`src/hw/rtl/swrm_pkg.sv`:
```
// Shared types and constants for the sliding window rate meter.
// No dependencies.
`timescale 1ns / 1ps
package swrm_pkg;
   localparam int unsigned DATA_W = 32;
   localparam logic [31:0] MS_PER_SEC = 32'd1000;
   localparam logic [31:0] WINDOW_RESET = 32'd10000;
   localparam logic [31:0] GAP_RESET = 32'd1000;
   localparam logic [31:0] WARMUP_RESET = 32'd2000;
   localparam logic [1:0] CSR_WINDOW = 2'd0;
   localparam logic [1:0] CSR_GAP = 2'd1;
   localparam logic [1:0] CSR_WARMUP = 2'd2;

   // One classified measurement moving from the front to the back.
   typedef struct packed {
      logic [31:0] now_ms;
      logic [31:0] sent_bytes;
      logic        restart;
      logic        warm;
   } cmd_type;

   // One finished result.
   typedef struct packed {
      logic [31:0] rate_bps;
      logic [31:0] window_bytes;
   } res_type;
endpackage

```
`src/hw/rtl/swrm_front.sv`:
```
// Front end: accepts items, compares the upload age against warm-up, queues commands.
// Depends on swrm_pkg.
`timescale 1ns / 1ps
module swrm_front (
   input  logic              clock,
   input  logic              reset,
   input  logic              push,
   output logic              full,
   input  logic [31:0]       now_ms,
   input  logic [31:0]       sent_bytes,
   input  logic [31:0]       upload_age_ms,
   input  logic              restart,
   input  logic [31:0]       warmup_ms,
   output logic              cmd_valid,
   input  logic              cmd_take,
   output swrm_pkg::cmd_type cmd
);
   import swrm_pkg::*;
   // Two-entry command queue.
   cmd_type     q_ff [2];
   logic [1:0]  cnt_ff, cnt_in;
   logic        wr_ff, wr_in, rd_ff, rd_in;
   logic        do_push;
   cmd_type     c;

   assign full = cnt_ff[1];
   assign do_push = push && !full;
   assign cmd_valid = cnt_ff != 2'd0;
   assign cmd = q_ff[rd_ff];

   always_comb begin
      c.now_ms = now_ms;
      c.sent_bytes = sent_bytes;
      c.restart = restart;
      c.warm = upload_age_ms > warmup_ms;
      cnt_in = cnt_ff + {1'b0, do_push} - {1'b0, cmd_take};
      wr_in = wr_ff ^ do_push;
      rd_in = rd_ff ^ cmd_take;
   end

   // Hold queue pointers.
   always_ff @(posedge clock) begin
      if (reset) begin
         cnt_ff <= '0;
         wr_ff <= 1'b0;
         rd_ff <= 1'b0;
      end else begin
         cnt_ff <= cnt_in;
         wr_ff <= wr_in;
         rd_ff <= rd_in;
      end
   end

   // Write entry.
   always_ff @(posedge clock) begin
      if (do_push) q_ff[wr_ff] <= c;
   end
endmodule

```
`config.mk`:
```
export PLATFORM = sky130hd
export DESIGN_NAME = swrm_front
export DESIGN_NICKNAME = d
export VERILOG_FILES = /design/src/hw/rtl/swrm_pkg.sv /design/src/hw/rtl/swrm_front.sv
export SDC_FILE = /design/constraint.sdc
export NUM_CORES = 1
export LEC_CHECK = 0
export ABC_AREA = 1
export ABC_CLOCK_PERIOD_IN_PS = 3600
export BUFFER_PORTS_ARGS = -buffer_cell sky130_fd_sc_hd__buf_2
export CAP_MARGIN = 20
export CORE_UTILIZATION = 48
export CTS_BUF_LIST = sky130_fd_sc_hd__clkbuf_4
export CTS_CLUSTER_DIAMETER = 100
export CTS_CLUSTER_SIZE = 16
export DETAILED_ROUTE_END_ITERATION = 6
export PLACE_DENSITY = 0.77
export SETUP_SLACK_MARGIN = 0.1
export SLEW_MARGIN = 40
export SYNTH_ARGS = -nofsm -noshare
export SYNTH_HDL_FRONTEND = slang
export SYNTH_SLANG_ARGS = --single-unit
```
`constraint.sdc`:
```
create_clock -name clock -period 3.6 [get_ports clock]
set_input_delay 0.18 -clock clock [delete_from_list [all_inputs] [get_ports clock]]
set_output_delay 0.18 -clock clock [all_outputs]
set_load 0.02 [all_outputs]
```
# After elaboration in Yosys (flattened, before gate mapping)
# Memory sizes are Yosys's and may differ from the RTL's. A register that Yosys moved wholly into a read port is not among the register bits.
# Cells that the tools add are included.
# W data, S select, Z words.
[totals]
ff_bits = 4
mem_bits_rw = 132
inputBits = 133
out_inout_bits = 68
wordCells = 15
memories = 1
[mem_list]
columns = ["memory", "depth", "width", "read_ports", "rd_ports_with_merged_regs", "wr", "line", "source"]
rows = [
  ["q_ff", 2, 66, 1, 1, 1, "swrm_front.sv:20", "cmd_type q_ff [2];"],
]
[classes]
n_addsub = 2
order_cmp = 1
muxes = 3
bitwise_logic = 2
reduce_logical = 3
[ops]
columns = ["cell", "n"]
rows = [
  ["$gt A32 B32 Y1", 1],
  ["$mux W1", 3],
  ["$add A2 B1 Y2", 1],
  ["$reduce_bool A2 Y1", 1],
  ["$sub A2 B1 Y2", 1],
  ["$xor A1 B1 Y1", 2],
  ["$logic_and A1 B1 Y1", 1],
  ["$logic_not A1 Y1", 1],
]

# Depth between registers and ports, before layout
[depth]
word_depth = 4
ltp_mapped = 13
mapped_depth_nobuf = 13

# Least setup slack after synthesis
# Ideal clock, no wire load.
[synth_path]
path_type = "reg-to-reg"
start = "reg cnt_ff[1]"
end = "mem q_ff[1][0] in the netlist's numbering, enable pin"
t_arrival_ns = 2.201
required_ns = 3.169
path_slack_ns = 0.967
path_stages_with_launch = 5
path_buffers = 0
cell_sequence = "dfxtp_1 inv_1 nand2_1 inv_1 ha_1"
[synth_between]
elab_chain_len = 4
[synth_rtl]
columns = ["element", "line", "source"]
rows = [
  ["start: declaration", "swrm_front.sv:21", "logic [1:0] cnt_ff, cnt_in;"],
  ["start signal: assignment", "swrm_front.sv:48", "cnt_ff <= cnt_in;"],
  ["$logic_not A1 Y1", "swrm_front.sv:27", "assign do_push = push && !full;"],
  ["$logic_and A1 B1 Y1", "swrm_front.sv:27", ""],
  ["$mux W1", "swrm_front.sv:56", "if (do_push) q_ff[wr_ff] <= c;"],
  ["$mux W1 (not written as such)", "swrm_front.sv:56", ""],
  ["end: declaration", "swrm_front.sv:20", ""],
]
# No other way between the ends.

==> metrics.md <==
| Metric | Value |
|---|---|
| Cell area after synthesis | `5930 µm²` |
| Setup_tns | `0 ns` |
| Dominant synthesized flop cell | `edfxtp_1` |
| Vias per cell | `4.82` |
| Minimum clock period | `2.32 ns` |
| Row count | `40` |
| Clock skew | `0.0117 ns` |
| Hold path startpoint | `push` |
| Synth top area share | `66.8%` |
| Synth Area in XOR/XNOR | `0.295%` |
| Routed wire per std cell | `15.2 µm` |
| Arrival @ worst endpoint | `2.14 ns` |
| Crit path max fanout | `27` |
| Mapped Cells | `365` |
| Post-synthesis async set-or-reset flop share | `0%` |
| Nets | `817` |
| Area leader, netlist | `edfxtp_1` |
| Multiplexer area fraction after synthesis | `14.4%` |
| Post-synth EDFFs | `132` |
| GRT Util Overall | `20.7%` |
| Slew margin rel. | `66.3%` |
| CTS Buf Count | `17` |
| Most instantiated library cell after synthesis | `edfxtp_1` |
| Buffers on Ports | `200` |
| MaxCap Viol Count | `0` |
| Crit path capture type | `output pin` |
| Final Hold Vio Count | `0` |
| Max VDD drop | `0.241 mV` |
| R2r setup slk | `1.86 ns` |
| Clk pin slew, worst setup/hold paths | `0.11 ns` |
| Worst Hold Class | `primary input to flop` |
| Gate power share | `22.6%` |
| Dpl hpwl | `8210 µm` |
| Internal | `2.74 mW` |
| Fmax | `432 MHz` |
| Vert. Die Dim | `113 µm` |
| Reg power frac | `52.9%` |
| Area share of fa/ha/maj cells after synthesis | `7.60%` |
| Post-CTS sizing | `0` |
| Syn. warnings | `0` |
| Post-synthesis register bit count | `136` |
| Syn Nets | `534` |
| Drt pass-1 iters | `4` |
| Vias in the first global route | `4238` |
| Synth Area in Compound Gates | `1.65%` |
| Part of the cycle the worst path needs | `64.3%` |
| Htree depth | `4` |
| Fillers | `822` |
| Outcome | `finished, final reports clean` |
| Worst hold path cell count | `5` |
| Vias | `3890` |
| Non-Filler Instances | `807` |
| # IOs | `201` |
| Sw Share | `26.9%` |
| Worst skew pair latency | `0.53 ns` |
| 1st-iter DRT viols | `163` |
| Pwr Density | `462 nW/µm²` |
| Root buf cell | `clkbuf_4` |
| Gr ovfl total | `0` |
| CP Class | `flop to output pin` |
| Area of the die | `12800 µm²` |
| CTS tree | `done` |
| Final Total Pwr | `3.75 mW` |
| CTS Hold Bufs | `67` |
| WL final | `12200 µm` |
| Largest cells by area after synthesis | `edfxtp_1 (67%), ha_1 (7.6%), mux2_4 (7.6%)` |
| Worst Reg2Reg Path Length in Cells | `5` |
| Clock buffer depth | `2` |
| Drt drc | `0` |
| Simple-gate share of the synthesized area | `4.16%` |
| Synth unique cells | `23` |
| Worst R2R Start | `cnt_ff[1]` |
| Share of layout cells above drive strength 1 | `46.1%` |
| Psw | `1.01 mW` |
| Largest family of logic cells by synthesized area | `multiplexers` |
| Area delta synth->final | `36.7%` |
| Core Box Area | `12000 µm²` |
| Slew @ Worst Pin | `0.505 ns` |
| Static Leak | `3.53 nW` |
| Setup Viol. Count Final | `0` |
| Fin. max-slew vios | `0` |
| Die width | `113 µm` |
| Clk sink count | `136` |
| RD Place Congestion | `0.831` |
| ANT nets after route | `0` |
| Setup Fix Bufs, Post-CTS | `0` |
| Clock share of power | `24.6%` |
| End of the worst register-to-register path | `q_ff[0][45]` |
| Finished Core Util | `67.5%` |
| Largest net degree at the start of global routing | `39` |
| Starting density of the core | `49.4%` |
| Worst setup SP type | `flop` |
| Dpl cells | `709` |
| RSZ-0062 raised after global routing | `false` |
| Hold Crit Endpoint | `wr_ff` |
| Worst Path Required | `3.42 ns` |
| Register area share after synthesis | `68.2%` |
| Global-route wire length before repair | `19600 µm` |
| Antenna violations before repair | `0` |
| Commonest cells in the netlist | `edfxtp_1 (132), inv_1 (43), ha_1 (36), mux2_2 (36), nand2_1 (31)` |
| Avg Cell Area, Syn | `16.2 µm²` |
[worst max-delay path, stage by stage (launching register included)]
cell and delay, ns:
dfxtp_4 0.58, buf_16 0.23, buf_12 0.23, mux2_2 0.37, buf_2 0.16
[area by class of cell]
cell class | instances | area [µm²] | share of cell area [%]
multi-input combinational | 179 | 1690 | 20.9
tap | 147 | 184 | 2.27
inverter | 43 | 161 | 1.99
clock inverter | 10 | 106 | 1.31
timing repair buffer | 271 | 1760 | 21.7
sequential | 136 | 4050 | 49.9
antenna | 1 | 2.50 | 0.0309
clock buffer | 20 | 150 | 1.85
[logic make-up after synthesis]
family / count (synthesis)
compound gates: 19
xor+xnor: 2
fa+ha+maj: 36
buf+inv: 50
flops: 136
mux: 66
simple gates: 56
[per-layer routing]
layer	global-route usage (%)	share of wire [%]	up-vias
met3	6.05	5.9	20
met4	9.47	2.1	0
met5	0	0	-
li1	-	-	1895
met1	20.8	38	1828
met2	39.3	54	147
[metrics by stage]
stage,instance area (µm²),hold WS [ns],setup WS [ns]
6_report,8100,0.138,1.28
4_1_cts,8100,0.0838,1.22
3_5_place_dp,7170,0.372,1.85
5_1_grt,8100,0.0903,1.15
3_3_place_gp,7090,0.368,1.76
2_1_floorplan,5930,0.247,0.967
[worst max-delay path by stage]
stage / from / end / slack, ns
floorplan: cnt_ff[1] / q_ff[1][0] / 0.97
CTS: rd_ff / cmd[6] / 1.22
global route: rd_ff / cmd[2] / 1.15
global placement: rd_ff / cmd[14] / 1.76
finish: rd_ff / cmd[6] / 1.28
detailed placement: cnt_ff[1] / q_ff[0][0] / 1.85
[power groups by stage]
| stage | combinational (mW) | clock (mW) | sequential, mW |
|---|---|---|---|
| after CTS | 0.851 | 0.958 | 1.98 |
| after floorplan | 0.507 | 0 | 2.00 |
| after global routing | 0.919 | 1.02 | 2.00 |
| after detailed placement | 0.789 | 0 | 2.02 |
| after global placement | 0.718 | 0 | 2.03 |
| final | 0.846 | 0.920 | 1.98 |
[layout by cell type, fill, tap and decap left out, drive strengths merged]
master / instances
bufinv: 2
edfxtp: 132
dlygate4sd3: 67
diode: 1
nand2: 31
or2: 1
a21o: 1
clkinvlp: 1
ha: 36
a21oi: 14
xnor2: 2
nor3b: 2
and2: 1
nand3: 3
inv: 43
nor2: 13
buf: 204
clkbuf: 20
nand4: 3
nor3: 2
dfxtp: 4
o21ai: 4
clkinv: 7
mux2: 66
[flip-flops by register name (all words and copies together), names as in the netlist]
register	flops
rd_ff	1
q_ff	132
wr_ff	1
cnt_ff	2
No activity file was read; power rests on OpenSTA's default activity.
